**src/rtl/core/r2fft_pkg.sv**
```systemverilog
`timescale 1ns / 1ps
// ----------------------------------------------------------------------------
// r2fft_pkg
// shared sizes, request codes, sequencer states, command bundle and twiddle rom
// ----------------------------------------------------------------------------
package r2fft_pkg;

  localparam int POINTS       = 512;
  localparam int LOG2_POINTS  = $clog2(POINTS);
  localparam int SAMPLE_BITS  = 16;
  localparam int TWIDDLE_BITS = 16;
  localparam int WORK_BITS    = SAMPLE_BITS + LOG2_POINTS;
  localparam int PROD_BITS    = WORK_BITS + TWIDDLE_BITS;
  localparam int SQ_BITS      = 2 * WORK_BITS;
  localparam int ROOT_BITS    = WORK_BITS;
  localparam int TW_DEPTH     = POINTS / 2;
  localparam int TW_IDX_BITS  = LOG2_POINTS - 1;
  localparam int BFLY_BITS    = LOG2_POINTS - 1;
  localparam int STAGE_BITS   = $clog2(LOG2_POINTS);

  // fixed field widths of the stream words
  localparam int REQ_BITS  = 2;
  localparam int IDX_BITS  = 9;
  localparam int IN_BITS   = 16;
  localparam int OUT_BITS  = 25;
  localparam int IN_TDATA_BITS  = ((IDX_BITS + 2 * IN_BITS) + 7) / 8 * 8;
  localparam int OUT_FIELD_BITS = 3 * OUT_BITS + IDX_BITS;
  localparam int OUT_TDATA_BITS = (OUT_FIELD_BITS + 7) / 8 * 8;

  localparam logic [REQ_BITS-1:0] REQ_LOAD = 2'd0;
  localparam logic [REQ_BITS-1:0] REQ_RUN  = 2'd1;
  localparam logic [REQ_BITS-1:0] REQ_READ = 2'd2;

  typedef enum logic [3:0] {
    ST_IDLE,
    ST_LOAD,
    ST_BF_RD,
    ST_BF_MUL,
    ST_BF_ADD,
    ST_BF_WRL,
    ST_BF_WRM,
    ST_RD_MEM,
    ST_RD_SQ,
    ST_RD_SUM,
    ST_SQRT,
    ST_RD_OUT
  } r2fft_state_t;

  typedef struct packed {
    logic                  capture;
    logic                  load_wr;
    logic                  bf_sel;
    logic                  prod_en;
    logic                  res_en;
    logic                  wr_l;
    logic                  wr_m;
    logic                  rd_sq;
    logic                  sqrt_start;
    logic                  out_load;
    logic [STAGE_BITS-1:0] stage;
    logic [BFLY_BITS-1:0]  bfly;
  } r2fft_cmd_t;

  typedef struct packed {
    logic sqrt_busy;
  } r2fft_status_t;

  typedef logic signed [TWIDDLE_BITS-1:0] tw_t;
  typedef tw_t tw_rom_t [TW_DEPTH];

  localparam real PI_R = 3.14159265358979323846;

  // round half up to the twiddle grid, saturate 1.0 to the largest code
  function automatic int tw_quant(real x);
    real y;
    int  q;
    int  lim;
    lim = (1 << (TWIDDLE_BITS - 1)) - 1;
    y   = $floor(x * (2.0 ** (TWIDDLE_BITS - 1)) + 0.5);
    q   = int'(y);
    if (q > lim) q = lim;
    return q;
  endfunction

  function automatic tw_rom_t tw_cos_rom();
    tw_rom_t rom;
    real     c;
    for (int k = 0; k < TW_DEPTH; k++) begin
      c = $cos(2.0 * PI_R * k / POINTS);
      rom[k] = (c >= 0.0) ? tw_t'(tw_quant(c)) : tw_t'(-tw_quant(-c));
    end
    return rom;
  endfunction

  function automatic tw_rom_t tw_sin_rom();
    tw_rom_t rom;
    real     s;
    for (int k = 0; k < TW_DEPTH; k++) begin
      s = $sin(2.0 * PI_R * k / POINTS);
      rom[k] = (s >= 0.0) ? tw_t'(tw_quant(s)) : tw_t'(-tw_quant(-s));
    end
    return rom;
  endfunction

endpackage

```
**src/rtl/core/r2fft_ctrl.sv**
```systemverilog
`timescale 1ns / 1ps
// ----------------------------------------------------------------------------
// r2fft_ctrl
// request sequencer: load, butterfly schedule over all stages, bin read
// ----------------------------------------------------------------------------
module r2fft_ctrl import r2fft_pkg::*; (
  input  logic                clk,
  input  logic                rst_n,
  input  logic                in_valid,
  input  logic [REQ_BITS-1:0] in_req,
  output logic                in_ready,
  input  logic                out_ready,
  output logic                out_valid,
  output r2fft_cmd_t          cmd,
  input  r2fft_status_t       status
);

  r2fft_state_t          state_r, state_nxt;
  logic [STAGE_BITS-1:0] stage_r, stage_nxt;
  logic [BFLY_BITS-1:0]  bfly_r, bfly_nxt;
  logic                  out_valid_r, out_valid_nxt;
  logic                  accept, last_bfly, out_free;

  assign in_ready  = (state_r == ST_IDLE);
  assign accept    = in_valid & in_ready;
  assign last_bfly = (stage_r == STAGE_BITS'(LOG2_POINTS - 1)) && (&bfly_r);
  assign out_free  = !out_valid_r || out_ready;

  always_comb begin
    state_nxt = state_r;
    unique case (state_r)
      ST_IDLE: begin
        if (accept) begin
          case (in_req)
            REQ_LOAD: state_nxt = ST_LOAD;
            REQ_RUN:  state_nxt = ST_BF_RD;
            REQ_READ: state_nxt = ST_RD_MEM;
            default:  state_nxt = ST_IDLE;
          endcase
        end
      end
      ST_LOAD:   state_nxt = ST_IDLE;
      ST_BF_RD:  state_nxt = ST_BF_MUL;
      ST_BF_MUL: state_nxt = ST_BF_ADD;
      ST_BF_ADD: state_nxt = ST_BF_WRL;
      ST_BF_WRL: state_nxt = ST_BF_WRM;
      ST_BF_WRM: state_nxt = last_bfly ? ST_IDLE : ST_BF_RD;
      ST_RD_MEM: state_nxt = ST_RD_SQ;
      ST_RD_SQ:  state_nxt = ST_RD_SUM;
      ST_RD_SUM: state_nxt = ST_SQRT;
      ST_SQRT:   state_nxt = status.sqrt_busy ? ST_SQRT : ST_RD_OUT;
      ST_RD_OUT: state_nxt = out_free ? ST_IDLE : ST_RD_OUT;
      default:   state_nxt = ST_IDLE;
    endcase
  end

  always_comb begin
    cmd            = '0;
    cmd.stage      = stage_r;
    cmd.bfly       = bfly_r;
    cmd.capture    = accept;
    unique case (state_r)
      ST_IDLE:   ;
      ST_LOAD:   cmd.load_wr = 1'b1;
      ST_BF_RD:  cmd.bf_sel = 1'b1;
      ST_BF_MUL: begin
        cmd.bf_sel  = 1'b1;
        cmd.prod_en = 1'b1;
      end
      ST_BF_ADD: begin
        cmd.bf_sel = 1'b1;
        cmd.res_en = 1'b1;
      end
      ST_BF_WRL: begin
        cmd.bf_sel = 1'b1;
        cmd.wr_l   = 1'b1;
      end
      ST_BF_WRM: begin
        cmd.bf_sel = 1'b1;
        cmd.wr_m   = 1'b1;
      end
      ST_RD_MEM: ;
      ST_RD_SQ:  cmd.rd_sq = 1'b1;
      ST_RD_SUM: cmd.sqrt_start = 1'b1;
      ST_SQRT:   ;
      ST_RD_OUT: cmd.out_load = out_free;
      default:   ;
    endcase
  end

  always_comb begin
    stage_nxt = stage_r;
    bfly_nxt  = bfly_r;
    if (accept && in_req == REQ_RUN) begin
      stage_nxt = '0;
      bfly_nxt  = '0;
    end else if (state_r == ST_BF_WRM) begin
      bfly_nxt = bfly_r + 1'b1;
      if (&bfly_r) stage_nxt = stage_r + 1'b1;
    end
  end

  assign out_valid_nxt = cmd.out_load ? 1'b1 : (out_ready ? 1'b0 : out_valid_r);

  always_ff @(posedge clk) begin
    if (!rst_n) begin
      state_r     <= ST_IDLE;
      stage_r     <= '0;
      bfly_r      <= '0;
      out_valid_r <= 1'b0;
    end else begin
      state_r     <= state_nxt;
      stage_r     <= stage_nxt;
      bfly_r      <= bfly_nxt;
      out_valid_r <= out_valid_nxt;
    end
  end

  assign out_valid = out_valid_r;

endmodule

```
**config.mk**
```make
export PLATFORM = sky130hd
export DESIGN_NAME = r2fft_ctrl
export DESIGN_NICKNAME = d
export VERILOG_FILES = /design/src/rtl/core/r2fft_pkg.sv /design/src/rtl/core/r2fft_ctrl.sv
export SDC_FILE = /design/constraint.sdc
export NUM_CORES = 1
export LEC_CHECK = 0
export BUFFER_PORTS_ARGS = -buffer_cell sky130_fd_sc_hd__buf_2
export CAP_MARGIN = 30
export CORE_MARGIN = 3
export CORE_UTILIZATION = 25
export CTS_CLUSTER_DIAMETER = 200
export DETAILED_ROUTE_END_ITERATION = 8
export GPL_ROUTABILITY_DRIVEN = 0
export GPL_TIMING_DRIVEN = 0
export PLACE_DENSITY = 0.45
export SLEW_MARGIN = 20
export SYNTH_ARGS = -nofsm -noshare
export SYNTH_HDL_FRONTEND = slang
export SYNTH_SLANG_ARGS = --single-unit
```
**constraint.sdc**
```tcl
create_clock -name clk -period 2.6 [get_ports clk]
set_input_delay 0.13 -clock clk [delete_from_list [all_inputs] [get_ports clk]]
set_output_delay 0.13 -clock clk [all_outputs]
set_load 0.03 [all_outputs]
```
==> flow_summary_export.csv, run 1 <==
group,metric,value,unit
routing,first_iter_violations,49,
yosys,synth_area_leaders,"dfxtp_1 32%, ha_1 12%, nor2_1 5.7%, xnor2_1 5.0%, inv_1 4.6%",
worst_setup_path,crit_fanout,10,
floorplan,fp.coreArea,3850,um2
hold_path,min_path_cells,2,
run_status,status,"finished clean",
finish,fillerInstances,430,
pwr,powerDensity,665,nW/um2
yosys,synth.cell_area,1050,um2
sta,fin_crit,2.06,ns
global_routing,antenna_found_initial,0,
finish,multi_input_area,632,um2
yosys,syn_nets,147,
yosys,synth_top_cell_area_share,0.323,
clocking,postCtsHoldBufs,0,
global_routing,grt_pass1_vias,903,
sta,hold_viol,0,
job,max_cap_viol_count,0,
worst_setup_path,reg2regPathDepth,6,
finish,nets,182,
clocking,clock-root-buffer,"clkbuf_8",
place,place_hpwl,1.96,mm
hold_path,hold_path_class,"in -> reg",
worst_setup_path,crit_family,"buffers and inverters",
sta,setup_tns,0,ns
worst_setup_path,start_kind,"flop",
clocking,cts_setup_buffers,0,
yosys,synth_cells,130,
worst_setup_path,slowest_stage,"o21ai_0",
clocking,h-tree-depth,1,
place,dp.cells,208,
finish,drive_above_1_share,0.232,
yosys,async_flop_share,0,
finish,seqCellArea,340,um2
yosys,syn_avg_cell_area,8.09,um2
worst_setup_path,crit_chain,"clkbuf_1 > nor2_1 > nand2_1 > o21ai_0 > clkbuf_1 > nor2_1",
clocking,cts_tree,"built",
floorplan,num_io_pins,31,
routing,first_pass_iters,4,
worst_setup_path,critical_path.endpoint_type,"flop",
sta,skew,0.00451,ns
clocking,clockBufferDepth,2,
floorplan,start_util,0.273,
yosys,synth-warning-count,0,
routing,wl,2.46,mm
sta,rsz0062_at_grt,"no",
clocking,clkSlewWorstSetupHoldPaths,0.07,ns
finish,fin_cells,212,
finish,synthToLayoutAreaGrowth,24.3,%
worst_setup_path,max_stage_delay,0.43,ns
global_routing,grt_max_degree,11,
worst_setup_path,cp_num_buf_inv,2,
worst_setup_path,worst-setup-path-type,"reg -> reg",
floorplan,dieArea,5020,um2
floorplan,dieHeight,70.9,um
sta,setup_viol,0,
clocking,cts.sinks,17,
yosys,synth_edf_count,0,
floorplan,chipWidth,70.9,um
global_routing,grt_pass1_wl,4.10,mm
floorplan,num_rows,22,
yosys,ys_seq_area_frac,0.323,
sta,max_slew_margin,0.678,
routing,drc,0,
global_routing,overflow,0,
yosys,synthDistinctLibCells,35,
worst_setup_path,crit_cells,6,
routing,avgRoutedWirePerCell,11.6,um
worst_setup_path,rrSetupSlack,0.54,ns
routing,vias,958,
sta,fmax,0.484,GHz
clocking,worstSkewPairLatency,0.25,ns
pwr,ir_worst_vdd,0.348,mV
sta,drv_slew,0,
routing,avgViaCountPerCell,4.52,
yosys,synth-main-ff-cell,"dfxtp_1",
sta,finalCritPeriodShare,0.794,
finish,n_antenna_cell,0,
clocking,cts_buffers,3,
worst_setup_path,required,2.72,ns
routing,ant_nets,0,
sta,worstMarginPinSlew,0.478,ns
yosys,synth_top_cell_by_area,"dfxtp_1",
global_routing,grt_util_all_layers,0.0997,
worst_setup_path,arrival,2.19,ns
pwr,leakagePower,0.000612,uW
place,io_buffers,30,
yosys,synth_seq_cells,17,
clocking,post_cts_resized,0,
==> power by group <==
part | switching (uW) | internal [uW] | total, uW
sequential | 17.6 | 277 | 295
combinational | 248 | 127 | 375
clock | 90.3 | 109 | 199
total | 356 | 513 | 869
==> cell usage in the layout (no fill, tap or decap), types with 2 or more instances in the layout <==
cell / count
buf_2: 30
dfxtp_1: 17
nor2_1: 16
inv_1: 13
ha_1: 10
nand2_1: 8
nand3_1: 6
a21oi_1: 6
xnor2_1: 6
nor3_1: 5
clkbuf_1: 4
o21ai_0: 4
nor2b_1: 3
and2_1: 3
or3_1: 3
clkbuf_8: 3
nand4_1: 2
mux2i_1: 2
xor2_1: 2
nand3b_1: 2
o2bb2ai_1: 2
buf_4: 2
==> path summary, 6_finish.rpt <==
kind	startpoint	end
hold / removal	rst_n	out_valid
hold reg to reg	bfly_r[1]	bfly_r[1]
setup reg to reg	state_r[0]	stage_r[1]
setup / recovery	state_r[0]	stage_r[1]
==> state kept, by name, summed over array words and instances, names as in the netlist <==
| register | count |
|---|---|
| out_valid | 1 |
| stage_r | 4 |
| bfly_r | 8 |
| state_r | 4 |
==> cells in the mapped netlist, types with 2 or more instances <==
cell	instances
o2bb2ai_1	2
xor2_1	2
mux2i_1	2
a21oi_1	6
inv_1	13
nor2b_1	3
nand4_1	2
buf_4	2
ha_1	10
nor3_1	5
nand2_1	8
xnor2_1	6
or3_1	3
clkbuf_1	3
nand3b_1	2
nand3_1	6
and2_1	3
dfxtp_1	17
o21ai_0	4
nor2_1	16
==> per-stage QoR <==
step                      total power, uW  instance area (um2)  hold WS [ns]  setup slack [ns]   util
final                                 869                 1310         0.153             0.536  0.339
after global routing                  928                 1310         0.160             0.223  0.339
after CTS                             883                 1310         0.150             0.468  0.339
after detailed placement              677                 1260         0.426             0.485  0.328
after global placement                677                 1260         0.425             0.516  0.328
after floorplan                       581                 1050         0.284             0.701      -
==> logic make-up after synthesis <==
logic type	share of synthesized area
simple gates	0.270
buf+inv	0.0761
compound gates	0.126
fa+ha+maj	0.119
xor+xnor	0.0666
mux	0.0190
flops	0.323
==> area by class of cell <==
cell class / instances / area share
sequential: 17 / 0.260
timing repair buffer: 30 / 0.115
buffer: 6 / 0.0239
multi-input combinational: 94 / 0.483
tap: 48 / 0.0459
inverter: 13 / 0.0373
clock buffer: 4 / 0.0344
==> routing by layer <==
metal  share of wire  up-vias  GRT usage
met5               0        -          0
met4           0.016        0     0.0564
met3           0.055        4     0.0170
met2            0.46       24      0.157
met1            0.46      426      0.128
li1                -      504          -
No activity file was read; power rests on OpenSTA's default activity.
==> run 2, diff against run 1 <==
Settings changed: ABC_AREA set to 1, PLACE_DENSITY 0.45 to 0.44.
Clock period 2.6 ns to 2.1 ns, I/O delays scaled along.
==> flow_summary_export.csv, run 2 <==
group,metric,value,unit
finish,n_antenna_cell,0,
yosys,synth_seq_cells,17,
yosys,synth_cells,177,
worst_setup_path,critical_path.endpoint_type,"output port",
global_routing,grt_util_all_layers,0.104,
yosys,synth_commonest_cells,"44 x nand2_1, 29 x inv_1, 22 x nor2_1",
yosys,synthXorXnorAreaFrac,0.00725,
finish,largest_registers,"bfly_r (8), stage_r (4), state_r (4)",
job,max_cap_viol_count,0,
floorplan,num_io_pins,31,
yosys,synth_top_cell_area_share,0.282,
yosys,synth_top_family_by_area,"simple AND/OR/NAND/NOR gates",
floorplan,start_util,0.268,
place,dp.cells,259,
worst_setup_path,start_kind,"flop",
yosys,synth.mux.area_fraction,0,
clocking,post_cts_resized,0,
finish,largest_reg_flops,8,
place,dpl_cell_area,1420,um2
pwr,ir_worst_vdd,0.419,mV
finish,synthToLayoutAreaGrowth,21.5,%
hold_path,hold_path_class,"in -> reg",
pwr,p_comb_frac,0.547,
sta,finalCritPeriodShare,0.744,
clocking,cts_setup_buffers,0,
sta,drv_slew,0,
routing,vias,1161,
sta,rsz0062_at_grt,"no",
worst_setup_path,arrival,1.46,ns
yosys,synth.cell_area,1210,um2
place,place_hpwl,2.13,mm
sta,max_slew_margin,0.791,
floorplan,num_rows,24,
worst_setup_path,reg2regPathDepth,7,
yosys,synth_simple_gate_area_frac,0.423,
clocking,postCtsHoldBufs,0,
finish,layout_commonest_cell,"nand2_1",
pwr,seq_power_share,0.276,
worst_setup_path,crit_end,"cmd[21]",
yosys,synth-main-ff-cell,"dfxtp_1",
global_routing,overflow,0,
clocking,worstSkewPairLatency,0.25,ns
routing,avgRoutedWirePerCell,10.3,um
yosys,synthDistinctLibCells,27,
clocking,clock-root-buffer,"clkbuf_8",
worst_setup_path,slowest_stage,"dfxtp_1",
clocking,cts.sinks,17,
pwr,switching_share,0.477,
routing,top_layer_used,"met4",
global_routing,antenna_found_initial,0,
yosys,async_flop_share,0,
yosys,synth_top_cell_by_area,"dfxtp_1",
clocking,clockBufferDepth,2,
routing,first_pass_iters,4,
clocking,clkSlewWorstSetupHoldPaths,0.06,ns
floorplan,dieArea,5700,um2
worst_setup_path,startpoint,"state_r[2]",
yosys,syn_avg_cell_area,6.83,um2
worst_setup_path,worstReg2RegStart,"state_r[3]",
pwr,powerDensity,949,nW/um2
global_routing,grt_pass1_vias,1067,
sta,skew,0.00488,ns
worst_setup_path,crit_fanout,5,
clocking,cts_tree,"built",
place,io_buffers,30,
floorplan,dieHeight,75.5,um
sta,fin_crit,1.56,ns
worst_setup_path,max_stage_delay,0.33,ns
sta,setup_viol,0,
yosys,synth_area_leaders,"dfxtp_1 28%, nand2_1 14%, ha_1 10%, inv_1 9.0%, nor2_1 6.8%",
pwr,clockPowerShare,0.177,
yosys,synth-compound-area-share,0.0580,
routing,wirelength_met1,1.41,mm
worst_setup_path,required,2.00,ns
routing,wl,2.70,mm
worst_setup_path,worstReg2RegEnd,"stage_r[1]",
run_status,status,"finished clean",
clocking,cts_buffers,3,
yosys,synth_edf_count,0,
routing,ant_nets,0,
routing,drc,0,
finish,nets,229,
routing,dr_wl_met2,1.12,mm
routing,first_iter_violations,73,
finish,final_core_util,0.326,
sta,worstMarginPinSlew,0.311,ns
yosys,synthAdderAreaFrac,0.104,
worst_setup_path,cp_num_buf_inv,3,
sta,hold_viol,0,
pwr,leakagePower,0.000807,uW
finish,drive_above_1_share,0.251,
finish,fin_cells,263,
yosys,synth-warning-count,0,
sta,fmax,0.640,GHz
global_routing,grt_pass1_wl,4.66,mm
worst_setup_path,crit_cells,6,
sta,setup_tns,0,ns
yosys,ys_seq_area_frac,0.282,
routing,dr_wl_met3,149,um
finish,layout_common_cells,"44 x nand2_1, 30 x buf_2, 29 x inv_1, 22 x nor2_1, 17 x dfxtp_1",
worst_setup_path,rrSetupSlack,0.64,ns
pwr,intPower,729,uW
yosys,synth_most_common_cell,"nand2_1",
clocking,h-tree-depth,1,
global_routing,grt_max_degree,11,
pwr,power.net_switching,666,uW
worst_setup_path,worst-setup-path-type,"reg -> out",
yosys,syn_nets,194,
worst_setup_path,crit_chain,"inv_1 > ha_1 > nand2_4 > nor2_4 > buf_4 > buf_2",
routing,avgViaCountPerCell,4.41,
finish,top_register,"bfly_r",
worst_setup_path,crit_family,"buffers and inverters",
floorplan,fp.coreArea,4500,um2
floorplan,chipWidth,75.5,um
finish,final_cell_area,1470,um2
[run 2: cell count changes after synthesis, moves of 6 or more]
cell | previous run | this run
nor2_1 | 16 | 22
inv_1 | 13 | 29
nand2_1 | 8 | 44
xnor2_1 | 6 | 0
nand3_1 | 6 | 13
[run 2: through the flow]
step / setup slack [ns] / power [uW] / hold slack, ns
2_1_floorplan: 0.602 / 997 / 0.246
6_report: 0.537 / 1390 / 0.149
4_1_cts: 0.525 / 1420 / 0.149
5_1_grt: 0.433 / 1510 / 0.167
3_3_place_gp: 0.621 / 1170 / 0.415
3_5_place_dp: 0.636 / 1170 / 0.411
[run 2: worst min-delay path: cells and delay by family]
family | cells | cell delay [ns]
buffers and inverters | 1 | 0.09
AND/OR/NAND/NOR | 3 | 0.16
[run 2: area by class of cell]
class                   instances  area, um2
well taps                      52       65.1
multi-input cells             124        716
repair buffers                 30        150
flip-flops and latches         17        340
fillers                       505       3040
plain buffers                   3       26.3
inverters                      33        126
clock buffers                   4       45.0
[run 2: power by group through the flow]
stage / sequential, uW / clock, uW / combinational, uW
after floorplan: 388 / 0 / 609
after global placement: 394 / 0 / 777
after global routing: 389 / 271 / 846
after CTS: 386 / 254 / 778
final: 385 / 247 / 763
after detailed placement: 393 / 0 / 774
[run 2: how the worst min path moves through the flow]
stage | startpoint | to | slack (ns) | cells after the start
6_report | in_valid | state_r[3] | 0.15 | 4
4_1_cts | in_valid | state_r[2] | 0.15 | 4
3_5_place_dp | in_valid | state_r[2] | 0.41 | 4
2_1_floorplan | rst_n | state_r[2] | 0.25 | 2
3_3_place_gp | in_valid | state_r[2] | 0.41 | 4
5_1_grt | in_valid | state_r[3] | 0.17 | 4
[run 2: kinds of logic (layout without fill, tap and decap cells)]
kind of cell,after synthesis,count (layout)
AND/OR/NAND/NOR,100,100
adder cells (fa/ha/maj),10,10
XOR/XNOR,1,1
buffers and inverters,36,70
flip-flops,17,17
AO/OA/AOI/OAI,13,13
[run 2: metal layers]
layer / up-vias / GRT usage
met5: - / 0
met4: 0 / 0.0214
met3: 2 / 0.0303
met2: 30 / 0.150
met1: 506 / 0.152
li1: 623 / -
==> run 3, diff against run 2 <==
Settings changed: ABC_AREA 1 to 0, PLACE_DENSITY 0.44 to 0.46.
Clock period 2.1 ns to 1.4 ns, I/O delays scaled along.
==> flow_summary_export.csv, run 3 (synthesis gave the netlist of run 1 again) <==
group,metric,value,unit
finish,layout_commonest_cell,"buf_2",
routing,avgRoutedWirePerCell,12.1,um
run_status,status,"finished with violations",
global_routing,grt_pass1_vias,948,
global_routing,use_met3,0.0270,
sta,skew,0.00194,ns
routing,avgViaCountPerCell,4.68,
floorplan,start_util,0.273,
clocking,cts.sinks,17,
pwr,total_power,1890,uW
worst_setup_path,critical_path.endpoint_type,"flop",
global_routing,globalRouteMet1Util,0.133,
hold_path,hold_path_class,"in -> reg",
clocking,worstSkewPairLatency,0.25,ns
finish,final_core_util,0.394,
clocking,clock-root-buffer,"clkbuf_8",
routing,first_iter_violations,47,
global_routing,overflow,0,
sta,rsz0062_at_grt,"yes",
clocking,postCtsHoldBufs,0,
worst_setup_path,arrival,1.94,ns
clocking,cts_tree,"built",
routing,wl,2.67,mm
sta,hold_viol,0,
pwr,leakagePower,0.000683,uW
global_routing,grt_max_degree,11,
worst_setup_path,worst-setup-path-type,"reg -> reg",
global_routing,use_met2,0.185,
clocking,clockBufferDepth,2,
sta,timing.hold.ws,0.119,ns
sta,worst_slack,-0.356,ns
finish,n_antenna_cell,0,
place,pre_cts_ws,-0.483,ns
routing,drc,0,
finish,drive_above_1_share,0.434,
sta,max_slew_margin,0.776,
pwr,powerDensity,1240,nW/um2
finish,largest_reg_flops,8,
global_routing,antenna_found_initial,0,
place,place_hpwl,1.98,mm
global_routing,grt_busiest_layer,"met2",
finish,layout_common_cells,"24 x buf_2, 14 x nor2_1, 14 x buf_4, 9 x inv_1, 9 x dfxtp_1",
finish,synthToLayoutAreaGrowth,44.2,%
global_routing,grt_pass1_wl,4.33,mm
floorplan,num_rows,22,
routing,first_pass_iters,4,
routing,vias,1034,
floorplan,num_io_pins,31,
floorplan,dieArea,5020,um2
finish,nets,191,
clocking,h-tree-depth,1,
worst_setup_path,crit_fanout,6,
sta,worstMarginPinSlew,0.331,ns
global_routing,grt_util_all_layers,0.108,
finish,largest_registers,"bfly_r (8), stage_r (4), state_r (4)",
clocking,cts_buffers,3,
routing,ant_nets,0,
floorplan,chipWidth,70.9,um
run_status,violations,"negative setup slack",
sta,fmax,0.570,GHz
sta,drv_slew,0,
sta,fin_crit,1.76,ns
clocking,clkSlewWorstSetupHoldPaths,0.07,ns
worst_setup_path,required,1.59,ns
worst_setup_path,start_kind,"flop",
finish,top_register,"bfly_r",
job,max_cap_viol_count,0,
floorplan,dieHeight,70.9,um
place,io_buffers,30,
sta,setup_viol,13,
pwr,ir_worst_vdd,0.418,mV
floorplan,fp.coreArea,3850,um2
sta,finalCritPeriodShare,1.25,
==> run 3: cell count changes in the layout (fill, tap and decap cells not counted), sizes merged, moves of 6 or more <==
cell	change
buf	+9
inv	-20
nand2	-40
nand3	-9
nor2	-11
xnor2	+6
==> run 3: layer usage <==
layer  share of wire  wire, um
met5               0         0
met4          0.0082        22
met3           0.037       100
met2            0.51      1360
met1            0.44      1190
==> run 3: worst max-delay path, cell delays in order (launching register included) <==
cell and delay [ns]:
dfxtp_2 0.33, inv_2 0.07, ha_4 0.15, nand3b_4 0.08, or4_4 0.55, or3_1 0.36
a21oi_2 0.16
==> run 3: where the power goes <==
group | internal (uW) | switching [uW]
logic | 417 | 536
clock network | 197 | 181
registers | 519 | 37.0
==> run 3: stage by stage <==
stage	area, um2	cells	TNS [ns]
6_report	1520	221	-1.53
5_1_grt	1520	221	-2.86
4_1_cts	1490	221	-1.71
3_3_place_gp	1290	208	-5.48
2_1_floorplan	1080	130	-1.12
3_5_place_dp	1290	208	-4.94
==> run 3: final timing paths <==
| path | startpoint | end | slack, ns | cells past startpoint |
|---|---|---|---|---|
| worst min register to register | bfly_r[1] | bfly_r[1] | 0.48 | 2 |
| worst max register to register | state_r[3] | stage_r[2] | -0.36 | 6 |
| worst min-delay path | rst_n | out_valid | 0.12 | 2 |
| worst max-delay path | state_r[3] | stage_r[2] | -0.36 | 6 |
==> run 3: cell type report <==
cell class | count | area, um2
Sequential cell | 17 | 350
Clock buffer | 3 | 41.3
Buffer | 5 | 43.8
Tap cell | 48 | 60.1
Fill cell | 426 | 2340
Clock inverter | 1 | 5.00
Inverter | 13 | 53.8
Multi-Input combinational cell | 94 | 708
Timing Repair Buffer | 40 | 255
==> run 3: repair_timing <==
action | 4_1_cts | 5_1_grt
resized for setup | 26 | 12
pin swaps | 9 | 6
setup buffers | 9 | 2
cloned | 0 | 0
setup endpoints to repair | 26 | 25
